==> src/design/papc_pkg.sv <==
// ----------------------------------------------------------------------------
// papc_pkg
// Shared types and constants for the payload protocol classifier.
// ----------------------------------------------------------------------------
package papc_pkg;

    localparam int MAX_EXTENSIONS_DEF = 4;
    localparam int POSITION_BITS_DEF  = 16;
    localparam int HEAD_LEN           = 13;

    typedef enum logic [3:0] {
        PH_FIXED   = 4'd0,
        PH_PRE     = 4'd1,
        PH_ELEN_HI = 4'd2,
        PH_ELEN_LO = 4'd3,
        PH_TYPE_HI = 4'd4,
        PH_TYPE_LO = 4'd5,
        PH_LEN_HI  = 4'd6,
        PH_LEN_LO  = 4'd7,
        PH_SKIP    = 4'd8,
        PH_VER     = 4'd9,
        PH_DONE    = 4'd10,
        PH_DEAD    = 4'd11
    } tls_phase_t;

    localparam logic [3:0] CLS_PLAIN  = 4'd0;
    localparam logic [3:0] CLS_HTTP   = 4'd1;
    localparam logic [3:0] CLS_TLS10  = 4'd2;
    localparam logic [3:0] CLS_SSH1   = 4'd6;
    localparam logic [3:0] CLS_SSH15  = 4'd7;
    localparam logic [3:0] CLS_SSH199 = 4'd8;
    localparam logic [3:0] CLS_SSH2   = 4'd9;
    localparam logic [3:0] CLS_SSHX   = 4'd10;
    localparam logic [3:0] CLS_TELNET = 4'd11;

    localparam logic [15:0] EXT_SUPPORTED_VERSIONS = 16'd43;
    localparam logic [15:0] EXT_LEN_MAX            = 16'h1fff;
    localparam logic [15:0] TLS_VER_MIN            = 16'h0301;
    localparam logic [15:0] TLS_VER_MAX            = 16'h0304;

    typedef logic [7:0] byte_t;
    typedef byte_t [HEAD_LEN-1:0] head_t;

    // tls walk results handed to the classifier
    typedef struct packed {
        logic        hello;
        logic        found;
        logic [15:0] hello_version;
        logic [15:0] supported_version;
    } tls_info_t;

    function automatic logic is_dig(input byte_t c);
        return (c >= 8'h30) && (c <= 8'h39);
    endfunction

endpackage

==> src/design/papc_tls_walk.sv <==
// ----------------------------------------------------------------------------
// papc_tls_walk
// Per-byte ServerHello walk: version, session id skip, extension scan.
// ----------------------------------------------------------------------------
module papc_tls_walk #(
    parameter int MAX_EXTENSIONS = papc_pkg::MAX_EXTENSIONS_DEF,
    parameter int POSITION_BITS  = papc_pkg::POSITION_BITS_DEF
) (
    input  logic                     clk,
    input  logic                     rst_n,
    input  logic                     step,
    input  logic                     clear,
    input  logic [POSITION_BITS-1:0] pos,
    input  logic [7:0]               data,
    output papc_pkg::tls_info_t      info_next
);

    localparam int CNT_BITS = (MAX_EXTENSIONS > 1) ? $clog2(MAX_EXTENSIONS) : 1;

    papc_pkg::tls_phase_t phase_reg, phase_next;
    logic [15:0]          skip_reg, skip_next;
    logic [CNT_BITS-1:0]  ext_cnt_reg, ext_cnt_next;
    logic [15:0]          ext_type_reg, ext_type_next;
    logic [15:0]          ext_len_reg, ext_len_next;
    logic [15:0]          hver_reg, hver_next;
    logic [15:0]          sver_reg, sver_next;
    logic                 hello_reg, hello_next;
    logic                 found_reg, found_next;
    logic                 got1_reg, got1_next;
    logic                 got2_reg, got2_next;
    logic [15:0]          len_full;
    logic [15:0]          skip_dec;
    logic                 last_ext;

    assign len_full = {ext_len_reg[15:8], data};
    assign skip_dec = (skip_reg != 16'd0) ? skip_reg - 16'd1 : 16'd0;
    assign last_ext = ({1'b0, ext_cnt_reg} + 1'b1) >= (CNT_BITS+1)'(MAX_EXTENSIONS);

    always_comb
    begin
        phase_next    = phase_reg;
        skip_next     = skip_reg;
        ext_cnt_next  = ext_cnt_reg;
        ext_type_next = ext_type_reg;
        ext_len_next  = ext_len_reg;
        hver_next     = hver_reg;
        sver_next     = sver_reg;
        hello_next    = hello_reg;
        found_next    = found_reg;
        got1_next     = got1_reg;
        got2_next     = got2_reg;
        case (phase_reg)
            papc_pkg::PH_FIXED:
            begin
                if (pos == POSITION_BITS'(9))
                    hver_next = {data, 8'h00};
                else if (pos == POSITION_BITS'(10))
                    hver_next = {hver_reg[15:8], data};
                else if (pos == POSITION_BITS'(43))
                begin
                    if (data > 8'd32)
                        phase_next = papc_pkg::PH_DEAD;
                    else
                    begin
                        skip_next  = {8'h00, data} + 16'd3;
                        phase_next = papc_pkg::PH_PRE;
                    end
                end
            end
            papc_pkg::PH_PRE:
            begin
                skip_next = skip_dec;
                if (skip_dec == 16'd0)
                    phase_next = papc_pkg::PH_ELEN_HI;
            end
            papc_pkg::PH_ELEN_HI:
            begin
                ext_len_next = {data, 8'h00};
                phase_next   = papc_pkg::PH_ELEN_LO;
            end
            papc_pkg::PH_ELEN_LO:
            begin
                ext_len_next = len_full;
                if (len_full == 16'd0)
                    phase_next = papc_pkg::PH_DEAD;
                else
                begin
                    hello_next   = 1'b1;
                    ext_cnt_next = '0;
                    phase_next   = papc_pkg::PH_TYPE_HI;
                end
            end
            papc_pkg::PH_TYPE_HI:
            begin
                ext_type_next = {data, 8'h00};
                phase_next    = papc_pkg::PH_TYPE_LO;
            end
            papc_pkg::PH_TYPE_LO:
            begin
                ext_type_next = {ext_type_reg[15:8], data};
                phase_next    = papc_pkg::PH_LEN_HI;
            end
            papc_pkg::PH_LEN_HI:
            begin
                ext_len_next = {data, 8'h00};
                phase_next   = papc_pkg::PH_LEN_LO;
            end
            papc_pkg::PH_LEN_LO:
            begin
                ext_len_next = len_full;
                if (len_full > papc_pkg::EXT_LEN_MAX)
                    phase_next = papc_pkg::PH_DONE;
                else if (ext_type_reg == papc_pkg::EXT_SUPPORTED_VERSIONS)
                begin
                    skip_next  = (len_full < 16'd2) ? 16'd2 : len_full;
                    sver_next  = 16'd0;
                    phase_next = papc_pkg::PH_VER;
                end
                else if (len_full == 16'd0)
                begin
                    if (last_ext)
                        phase_next = papc_pkg::PH_DONE;
                    else
                    begin
                        ext_cnt_next = ext_cnt_reg + 1'b1;
                        phase_next   = papc_pkg::PH_TYPE_HI;
                    end
                end
                else
                begin
                    skip_next  = len_full;
                    phase_next = papc_pkg::PH_SKIP;
                end
            end
            papc_pkg::PH_SKIP:
            begin
                skip_next = skip_dec;
                if (skip_dec == 16'd0)
                begin
                    if (last_ext)
                        phase_next = papc_pkg::PH_DONE;
                    else
                    begin
                        ext_cnt_next = ext_cnt_reg + 1'b1;
                        phase_next   = papc_pkg::PH_TYPE_HI;
                    end
                end
            end
            papc_pkg::PH_VER:
            begin
                if (!got1_reg)
                begin
                    sver_next = {data, 8'h00};
                    got1_next = 1'b1;
                end
                else if (!got2_reg)
                begin
                    sver_next = {sver_reg[15:8], data};
                    got2_next = 1'b1;
                end
                skip_next = skip_dec;
                if (skip_dec == 16'd0)
                begin
                    found_next = 1'b1;
                    phase_next = papc_pkg::PH_DONE;
                end
            end
            default:
            begin
            end
        endcase
    end

    assign info_next = '{hello: hello_next, found: found_next,
                         hello_version: hver_next, supported_version: sver_next};

    always_ff @(posedge clk or negedge rst_n)
    begin
        if (!rst_n)
        begin
            phase_reg    <= papc_pkg::PH_FIXED;
            skip_reg     <= '0;
            ext_cnt_reg  <= '0;
            ext_type_reg <= '0;
            ext_len_reg  <= '0;
            hver_reg     <= '0;
            sver_reg     <= '0;
            hello_reg    <= 1'b0;
            found_reg    <= 1'b0;
            got1_reg     <= 1'b0;
            got2_reg     <= 1'b0;
        end
        else if (clear)
        begin
            phase_reg    <= papc_pkg::PH_FIXED;
            skip_reg     <= '0;
            ext_cnt_reg  <= '0;
            ext_type_reg <= '0;
            ext_len_reg  <= '0;
            hver_reg     <= '0;
            sver_reg     <= '0;
            hello_reg    <= 1'b0;
            found_reg    <= 1'b0;
            got1_reg     <= 1'b0;
            got2_reg     <= 1'b0;
        end
        else if (step)
        begin
            phase_reg    <= phase_next;
            skip_reg     <= skip_next;
            ext_cnt_reg  <= ext_cnt_next;
            ext_type_reg <= ext_type_next;
            ext_len_reg  <= ext_len_next;
            hver_reg     <= hver_next;
            sver_reg     <= sver_next;
            hello_reg    <= hello_next;
            found_reg    <= found_next;
            got1_reg     <= got1_next;
            got2_reg     <= got2_next;
        end
    end

    // the version bytes are only collected inside supported_versions
    assert property (@(posedge clk) disable iff (!rst_n)
        got2_reg |-> got1_reg)
        else $error("second version byte without first");
    assert property (@(posedge clk) disable iff (!rst_n)
        found_reg |-> (phase_reg == papc_pkg::PH_DONE))
        else $error("version found outside done phase");
    assert property (@(posedge clk) disable iff (!rst_n)
        found_reg |-> hello_reg)
        else $error("version found before hello complete");

endmodule

==> src/design/papc_classify.sv <==
// ----------------------------------------------------------------------------
// papc_classify
// Combinational class decision from the head bytes, count and tls walk.
// ----------------------------------------------------------------------------
module papc_classify #(
    parameter int POSITION_BITS = papc_pkg::POSITION_BITS_DEF
) (
    input  papc_pkg::head_t          head,
    input  logic [POSITION_BITS-1:0] count,
    input  papc_pkg::tls_info_t      info,
    output logic [3:0]               app_class
);

    papc_pkg::head_t h;
    logic            http_status;
    logic            http_method;
    logic            http_ok;
    logic            tls_base;
    logic [15:0]     ver;
    logic            tls_ok;
    logic            telnet_ok;
    logic            ssh_ok;
    logic            ssh_fmt;
    logic [3:0]      ssh_cls;
    logic [15:0]     ver_off;

    assign h = head;

    assign http_status = (count >= POSITION_BITS'(13)) &&
        h[0] == "H" && h[1] == "T" && h[2] == "T" && h[3] == "P" && h[4] == "/" &&
        papc_pkg::is_dig(h[5]) && h[6] == "." && papc_pkg::is_dig(h[7]) &&
        h[8] == " " && papc_pkg::is_dig(h[9]) && papc_pkg::is_dig(h[10]) &&
        papc_pkg::is_dig(h[11]) && h[12] == " ";

    assign http_method = (count >= POSITION_BITS'(8)) && (
        (h[0] == "G" && h[1] == "E" && h[2] == "T" && h[3] == " ") ||
        (h[0] == "P" && h[1] == "O" && h[2] == "S" && h[3] == "T" && h[4] == " ") ||
        (h[0] == "P" && h[1] == "U" && h[2] == "T" && h[3] == " ") ||
        (h[0] == "P" && h[1] == "A" && h[2] == "T" && h[3] == "C" && h[4] == "H" &&
         h[5] == " ") ||
        (h[0] == "H" && h[1] == "E" && h[2] == "A" && h[3] == "D" && h[4] == " ") ||
        (h[0] == "D" && h[1] == "E" && h[2] == "L" && h[3] == "E" && h[4] == "T" &&
         h[5] == "E" && h[6] == " ") ||
        (h[0] == "O" && h[1] == "P" && h[2] == "T" && h[3] == "I" && h[4] == "O" &&
         h[5] == "N" && h[6] == "S" && h[7] == " ") ||
        (h[0] == "C" && h[1] == "O" && h[2] == "N" && h[3] == "N" && h[4] == "E" &&
         h[5] == "C" && h[6] == "T" && h[7] == " ") ||
        (h[0] == "T" && h[1] == "R" && h[2] == "A" && h[3] == "C" && h[4] == "E" &&
         h[5] == " "));

    assign http_ok = http_status || http_method;

    assign tls_base = info.hello && h[0] == 8'd22 && h[1] == 8'd3 &&
        h[2] >= 8'd1 && h[2] <= 8'd4 && h[5] == 8'd2;
    assign ver = (info.found && info.supported_version != 16'd0 &&
                  info.supported_version > info.hello_version) ?
                 info.supported_version : info.hello_version;
    assign tls_ok  = tls_base && ver >= papc_pkg::TLS_VER_MIN &&
                     ver <= papc_pkg::TLS_VER_MAX;
    assign ver_off = ver - papc_pkg::TLS_VER_MIN;

    assign telnet_ok = (count >= POSITION_BITS'(3)) && h[0] == 8'hff &&
        h[1] >= 8'hf0 && h[1] < 8'hff && (h[2] <= 8'd35 || h[2] == 8'hff);

    assign ssh_ok  = (count >= POSITION_BITS'(8)) && h[0] == 8'h53 && h[1] == 8'h53 &&
                     h[2] == 8'h48 && h[3] == 8'h2d;
    assign ssh_fmt = papc_pkg::is_dig(h[4]) && h[5] == "." && papc_pkg::is_dig(h[6]) &&
                     (papc_pkg::is_dig(h[7]) || h[7] == "-");

    always_comb
    begin
        ssh_cls = papc_pkg::CLS_SSHX;
        if (ssh_fmt)
        begin
            if (h[4] == "1" && h[6] == "0")
                ssh_cls = papc_pkg::CLS_SSH1;
            else if (h[4] == "1" && h[6] == "5")
                ssh_cls = papc_pkg::CLS_SSH15;
            else if (h[4] == "1" && h[6] == "9")
                ssh_cls = papc_pkg::CLS_SSH199;
            else if (h[4] == "2" && h[6] == "0")
                ssh_cls = papc_pkg::CLS_SSH2;
        end
    end

    always_comb
    begin
        if (http_ok)
            app_class = papc_pkg::CLS_HTTP;
        else if (tls_ok)
            app_class = papc_pkg::CLS_TLS10 + ver_off[3:0];
        else if (telnet_ok)
            app_class = papc_pkg::CLS_TELNET;
        else if (ssh_ok)
            app_class = ssh_cls;
        else
            app_class = papc_pkg::CLS_PLAIN;
    end

endmodule

==> src/design/payload_app_protocol_classifier.sv <==
// ----------------------------------------------------------------------------
// payload_app_protocol_classifier
// Classifies a tcp payload streamed one byte per transfer.
// ----------------------------------------------------------------------------
// Usage: the input channel (in_valid/in_stall) carries payload_byte, last_byte
// and empty_payload. A transfer with last_byte or empty_payload set produces
// one app_class transfer on the output channel (out_valid/out_stall); other
// transfers produce none. Each byte is registered at the input, walked and
// classified from that register, and the class is held in an output
// register that drives out_valid. Throughput is one byte per cycle while
// in_stall is low; the input register and the output register together
// act as a two-deep stage, so bytes keep flowing while a result waits.
// When the receiver stalls with a result pending, the input stage fills
// and in_stall rises only when a second result would collide.
// Reset clears the byte counter, the tls walk and both valid flags; the head
// byte store is not cleared and is only read at positions already written.
// ----------------------------------------------------------------------------
module payload_app_protocol_classifier #(
    parameter int MAX_EXTENSIONS = papc_pkg::MAX_EXTENSIONS_DEF,
    parameter int POSITION_BITS  = papc_pkg::POSITION_BITS_DEF
) (
    input  logic       clk,
    input  logic       rst_n,
    input  logic       in_valid,
    output logic       in_stall,
    input  logic [7:0] payload_byte,
    input  logic       last_byte,
    input  logic       empty_payload,
    output logic       out_valid,
    input  logic       out_stall,
    output logic [3:0] app_class
);

    localparam int HEAD_IDX = $clog2(papc_pkg::HEAD_LEN);

    logic                     s_valid_reg;
    logic [7:0]               s_byte_reg;
    logic                     s_last_reg;
    logic                     s_empty_reg;
    logic                     o_valid_reg;
    logic [3:0]               o_class_reg;
    logic [POSITION_BITS-1:0] pos_reg, pos_next;
    papc_pkg::head_t          head_reg, head_next;
    papc_pkg::tls_info_t      info_next;
    logic [3:0]               class_next;
    logic                     s_emits;
    logic                     s_go;
    logic                     o_free;
    logic                     in_take;

    assign s_emits  = s_last_reg || s_empty_reg;
    assign o_free   = !o_valid_reg || !out_stall;
    // staged transfer advances unless it carries a result that cannot leave
    assign s_go     = s_valid_reg && (!s_emits || o_free);
    assign in_stall = s_valid_reg && !s_go;
    assign in_take  = in_valid && !in_stall;

    always_comb
    begin
        head_next = head_reg;
        if (pos_reg < POSITION_BITS'(papc_pkg::HEAD_LEN))
            head_next[pos_reg[HEAD_IDX-1:0]] = s_byte_reg;
        pos_next = (pos_reg != {POSITION_BITS{1'b1}}) ? pos_reg + 1'b1 : pos_reg;
    end

    papc_tls_walk #(
        .MAX_EXTENSIONS (MAX_EXTENSIONS),
        .POSITION_BITS  (POSITION_BITS)
    ) u_walk (
        .clk       (clk),
        .rst_n     (rst_n),
        .step      (s_go && !s_empty_reg),
        .clear     (s_go && s_emits),
        .pos       (pos_reg),
        .data      (s_byte_reg),
        .info_next (info_next)
    );

    papc_classify #(
        .POSITION_BITS (POSITION_BITS)
    ) u_cls (
        .head      (head_next),
        .count     (pos_next),
        .info      (info_next),
        .app_class (class_next)
    );

    always_ff @(posedge clk or negedge rst_n)
    begin
        if (!rst_n)
        begin
            s_valid_reg <= 1'b0;
            o_valid_reg <= 1'b0;
            pos_reg     <= '0;
        end
        else
        begin
            if (in_take)
                s_valid_reg <= 1'b1;
            else if (s_go)
                s_valid_reg <= 1'b0;
            if (s_go && s_emits)
                o_valid_reg <= 1'b1;
            else if (!out_stall)
                o_valid_reg <= 1'b0;
            if (s_go)
                pos_reg <= s_emits ? '0 : pos_next;
        end
    end

    always_ff @(posedge clk)
    begin
        if (in_take)
        begin
            s_byte_reg  <= payload_byte;
            s_last_reg  <= last_byte;
            s_empty_reg <= empty_payload;
        end
        if (s_go && !s_empty_reg)
            head_reg <= head_next;
        if (s_go && s_emits)
            o_class_reg <= s_empty_reg ? papc_pkg::CLS_PLAIN : class_next;
    end

    assign out_valid = o_valid_reg;
    assign app_class = o_class_reg;

    assert property (@(posedge clk) disable iff (!rst_n)
        (o_valid_reg && out_stall) |=> (o_valid_reg && $stable(o_class_reg)))
        else $error("pending result lost under stall");
    assert property (@(posedge clk) disable iff (!rst_n)
        in_stall |-> (s_valid_reg && s_emits && o_valid_reg))
        else $error("input stalled without a blocked result");
    assert property (@(posedge clk) disable iff (!rst_n)
        (s_go && s_emits) |=> (pos_reg == '0))
        else $error("byte count not cleared after result");
    assert property (@(posedge clk) disable iff (!rst_n)
        o_valid_reg |-> (o_class_reg <= papc_pkg::CLS_TELNET))
        else $error("class code out of range");

endmodule
==> config.mk <==
export PLATFORM = sky130hd
export DESIGN_NAME = payload_app_protocol_classifier
export DESIGN_NICKNAME = d
export VERILOG_FILES = /design/src/design/papc_pkg.sv /design/src/design/papc_tls_walk.sv /design/src/design/papc_classify.sv /design/src/design/payload_app_protocol_classifier.sv
export SDC_FILE = /design/constraint.sdc
export NUM_CORES = 1
export LEC_CHECK = 0
export ABC_AREA = 1
export BUFFER_PORTS_ARGS = -buffer_cell sky130_fd_sc_hd__buf_2
export CAP_MARGIN = 20
export CORE_MARGIN = 4
export CORE_UTILIZATION = 25
export CTS_CLUSTER_DIAMETER = 150
export CTS_CLUSTER_SIZE = 14
export DETAILED_ROUTE_END_ITERATION = 7
export PLACE_DENSITY = 0.48
export RECOVER_POWER = 50
export SLEW_MARGIN = 10
export SYNTH_ARGS = -nofsm -noshare
export SYNTH_HDL_FRONTEND = slang
export SYNTH_HIERARCHICAL = 1
export SYNTH_SLANG_ARGS = --single-unit
==> constraint.sdc <==
create_clock -name clk -period 11 [get_ports clk]
set_clock_uncertainty 0.05 [all_clocks]
set_input_delay 0 -clock clk [delete_from_list [all_inputs] [get_ports clk]]
set_output_delay 0 -clock clk [all_outputs]
set_load 0.005 [all_outputs]
Word-level counts from Yosys, hierarchy flattened
Cells that the tools add are included.
Widths: inputs -> output; s select.

storage, ports and cells
  input bits = 14
  flip-flop bits (word level) = 218
  logic and storage cells = 392
  output and inout bits = 6

operators by class
  mux-type cells = 89
  reduce and logical (&&, ||, !) cells = 142
  eq/ne operators = 89
  $lt $le $gt $ge = 32
  add/subtract/negate cells = 7

operators with widths
  kind                   count
  $mux 16                27
  $eq 8x7->1 const B     38
  $eq 8x6->1 const B     17
  $bwmux 104             1
  $mux 104               1
  $pmux 16 s2            3
  $logic_and 1x1->1      95
  $mux 4                 21
  $le 8x6->1 const B     8
  $ge 8x6->1 const B     7
  $pmux 16 s3            1
  $pmux 4 s10            1
  $demux 8 s4            1
  $eq 16x4->1 const B    2
  $eq 16x6->1 const B    2
  $ge 16x4->1 const B    2
  $logic_not 16->1       2
  $reduce_bool 16->1     2
  $mux 8                 3
  $mux 1                 20
  $mux 2                 9
  $ne 3x2->1 const B     6
  $add 16x1->16 const B  1
  $eq 4x3->1 const B     4
  other kinds (45)       85

Longest topological paths before layout
  depth after elaboration = 22
  mapped depth = 34
  gate-level depth less buffers = 34

Cells and area by module
Netlist, hierarchy kept.

by module, submodules not included
  module                           sequential area each (um^2)  area an instance (um^2)  instances  cells an instance
  payload_app_protocol_classifier  3,993.8                      6,033.3                  1          592
  papc_tls_walk                    2,052.0                      5,361.4                  1          747
  papc_classify                    0.0                          2,303.5                  1          457

Worst setup path after synthesis
No wires, ideal clock.

  path type = register -> register
  start = register s_empty_reg
  end = register u_walk.hver_reg[0]
  required time = 10.816 ns
  data arrival time = 6.865 ns
  stages on the path, launching flop included = 13
  path slack = 3.952 ns
  buffers on the path = 4
  library setup time = 0.134 ns
  period minus slack after synthesis = 7.048 ns
  path through = edfxtp_1 nor2_1 inv_1 a21oi_1 inv_1 clkbuf_1 nor2_1 clkbuf_1 nor2_1 inv_1 clkbuf_1 buf_1 o22ai_1

on the way
  cells in the longest elaborated chain, start to end = 6
  elaborated cells between the ends (all ways) = 9
  those cells by class = 1 x mux; 8 x reduce/logical

ends and longest elaborated chain
  what                                                 line                                                                          text
  from (decl)                                          payload_app_protocol_classifier.sv:39                                         logic s_empty_reg;
  from (signal assigned)                               payload_app_protocol_classifier.sv:117                                        s_empty_reg <= empty_payload;
  $logic_or 1x1->1                                     payload_app_protocol_classifier.sv:51                                         assign s_emits = s_last_reg || s_empty_reg;
  $logic_not 1->1                                      payload_app_protocol_classifier.sv:54                                         assign s_go = s_valid_reg && (!s_emits || o_free);
  $logic_or 1x1->1                                     payload_app_protocol_classifier.sv:54
  $logic_and 1x1->1                                    payload_app_protocol_classifier.sv:54
  $logic_and 1x1->1, on equally long branches          payload_app_protocol_classifier.sv:73, payload_app_protocol_classifier.sv:72
  $mux 16 / $reduce_bool 2->1 (equally long branches)  -
  to (signal assigned)                                 papc_tls_walk.sv:214                                                          hver_reg <= hver_next;
  to (decl)                                            papc_tls_walk.sv:25                                                           logic [15:0] hver_reg, hver_next;

Several ways; a longest one is shown, not always the timed one.
A chain may end at the register's enable or synchronous reset.

==> impl_metrics.yaml <==
layout:
  area_growth_pct: 9.958
  largest_reg_flops: 101
  antenna_cells: 0
  fin_cells: 2494
  drive_above_1_share_pct: 7.620
  final_nets: 1831
  final_area_um2: 14930
global_route:
  grt_util_met3_pct: 1.600
  antenna_found_initial: 0
  busiest_layer: "met2"
  track_usage_pct: 13.51
  use_met2_pct: 21.24
  grt_pass1_wl_mm: 63.41
  grt_pass1_vias: 11118
  use_met1_pct: 20.10
  grt_overflow: 0
  grt_max_degree: 74
cts:
  cts_made_buffers: 19
  clkLatencyLatePin_ns: 0.51
  cts_root_buf: "clkbuf_16"
  clock_sinks: 215
  cts_buffer_depth: 3
  ctsHoldBuffers: 13
  cts_setup_buffers: 0
  cts_tree: "done"
  htreeDepth: 1
  clkTransAtPathRegs_ns: 0.07
  ctsResizeCount: 0
yosys:
  yosys_warnings: 6
  syn_nets: 1830
  avgSynthCellArea_um2: 7.600
  synth_area_um2: 13580
  syn_inst: 1787
detailed_routing:
  routed-via-count: 11861
  wl_mm: 39.59
  wire_per_inst_um: 15.87
  dr.pass1.iters: 6
  drt_iter0_drc: 1042
  vias_per_cell: 4.756
  ant_nets: 0
  post-route-drc-count: 0
hold_path:
  hold_class: "in2reg"
  holdPathStages: 2
setup_path:
  critPathLaunchType: "input pin"
  worstSetupPathType: "in2async"
  crit_arrival_ns: 4.85
  critPathMaxFanout: 51
  reg2reg_depth: 27
  cp-end-kind: "asynchronous set/reset pin"
  cp.required_ns: 10.90
timing:
  fin_ws_ns: 6.049
  hold_viol_final: 0
  rsz0062_at_grt: "false"
  maxSlewHeadroom_pct: -99.17
  worstMarginPinSlew_ns: 2.987
  slew_violations: 103
  setup_tns_ns: 0
  fmax_ghz: 0.2020
  fin_crit_ns: 4.951
  final.period_utilization_pct: 45.01
  setup_viol: 0
placed_design:
  post-place-cells: 2448
  place_area_um2: 14320
  dpl.hpwl_mm: 27.82
  dp_slack_ns: 6.600
  port_buffers: 19
  gp_congestion: 0.9113
power:
  p_total_mw: 2.493
  p_leak_nw: 6.419
  p_per_area_nw_per_um2: 166.9
  ir_drop_mv: 0.1273
die:
  die_w_um: 241.1
  rows: 85
  core_um2: 53810
  die_h_um: 241.1
  start_util_pct: 25.24
  die_area_um2: 58120
  io_pins: 20
status:
  violations: "capacitance limit, slew limit"
  status: "finished with violations"
flow_run:
  maxCapViolCount: 2
[final cells by class]
type	count	area, um2
fill	5916	38880
multi-input combinational	1273	6397
sequential	215	5956
inverter	239	903.4
tap	696	870.8
clock buffer	30	516.7
timing repair buffer	40	279.0
clock inverter	1	11.26
[power by group]
part	internal (mW)	switching (mW)	total, mW	leakage [nW]
Combinational	0.256	0.601	0.856	3.71
Sequential	0.933	0.0642	0.998	2.46
Clock	0.324	0.315	0.639	0.253
Total	1.51	0.980	2.49	6.42
[final timing paths]
| path | startpoint | to | slack, ns |
|---|---|---|---|
| max in group clk | u_walk/phase_reg[0] | app_class[3] | 6.56 |
| setup / recovery | rst_n | pos_reg[6] | 6.05 |
| setup reg to reg | u_walk/phase_reg[0] | app_class[3] | 6.56 |
| hold reg to reg | u_walk/hver_reg[15] | u_walk/hver_reg[15] | 0.43 |
| min in group asynchronous | rst_n | u_walk/hver_reg[11] | 0.91 |
| hold / removal | payload_byte[0] | s_byte_reg[0] | 0.15 |
[layer usage]
| metal | vias to the layer above | wire length (um) |
|---|---|---|
| met3 | 47 | 1592 |
| met1 | 5579 | 19590 |
| met2 | 252 | 17520 |
| met5 | - | 0 |
| met4 | 0 | 894 |
| li1 | 5983 | - |
[stage by stage]
stage / hold WS, ns / util, %
4_1_cts: 0.03864 / 27.82
3_5_place_dp: 0.04174 / 26.60
2_1_floorplan: -0.3456 / -
5_1_grt: 0.1371 / 27.75
3_3_place_gp: 0.03601 / 26.60
6_report: 0.1506 / 27.75
[cells in the final DEF, fill, tap and decap left out, types with 3 or more instances in the layout]
master / count
a21oi_1: 24
a31oi_1: 3
and2_1: 4
buf_2: 10
buf_4: 5
clkbuf_1: 22
clkbuf_16: 19
clkinv_1: 4
dfrtp_1: 100
dlygate4sd3_1: 13
edfxtp_1: 115
ha_1: 29
inv_1: 217
inv_2: 15
nand2_1: 454
nand2_2: 16
nand2_4: 5
nand3_1: 140
nand3_2: 14
nand3b_1: 7
nand4_1: 38
nor2_1: 163
nor2_2: 15
nor2_4: 4
nor3_1: 35
nor3_2: 3
nor4_1: 13
o211ai_1: 11
o21ai_0: 156
o21ai_1: 36
o21ai_2: 13
o21bai_1: 3
o221ai_1: 3
o22ai_1: 48
o31ai_1: 3
or2_2: 5
xor2_1: 4
[critical path, stage by stage]
cell           delay, ns
dlygate4sd3_1       0.52
clkbuf_1            2.04
clkbuf_1            2.24
Note: power is estimated with default switching activity, not from simulation.
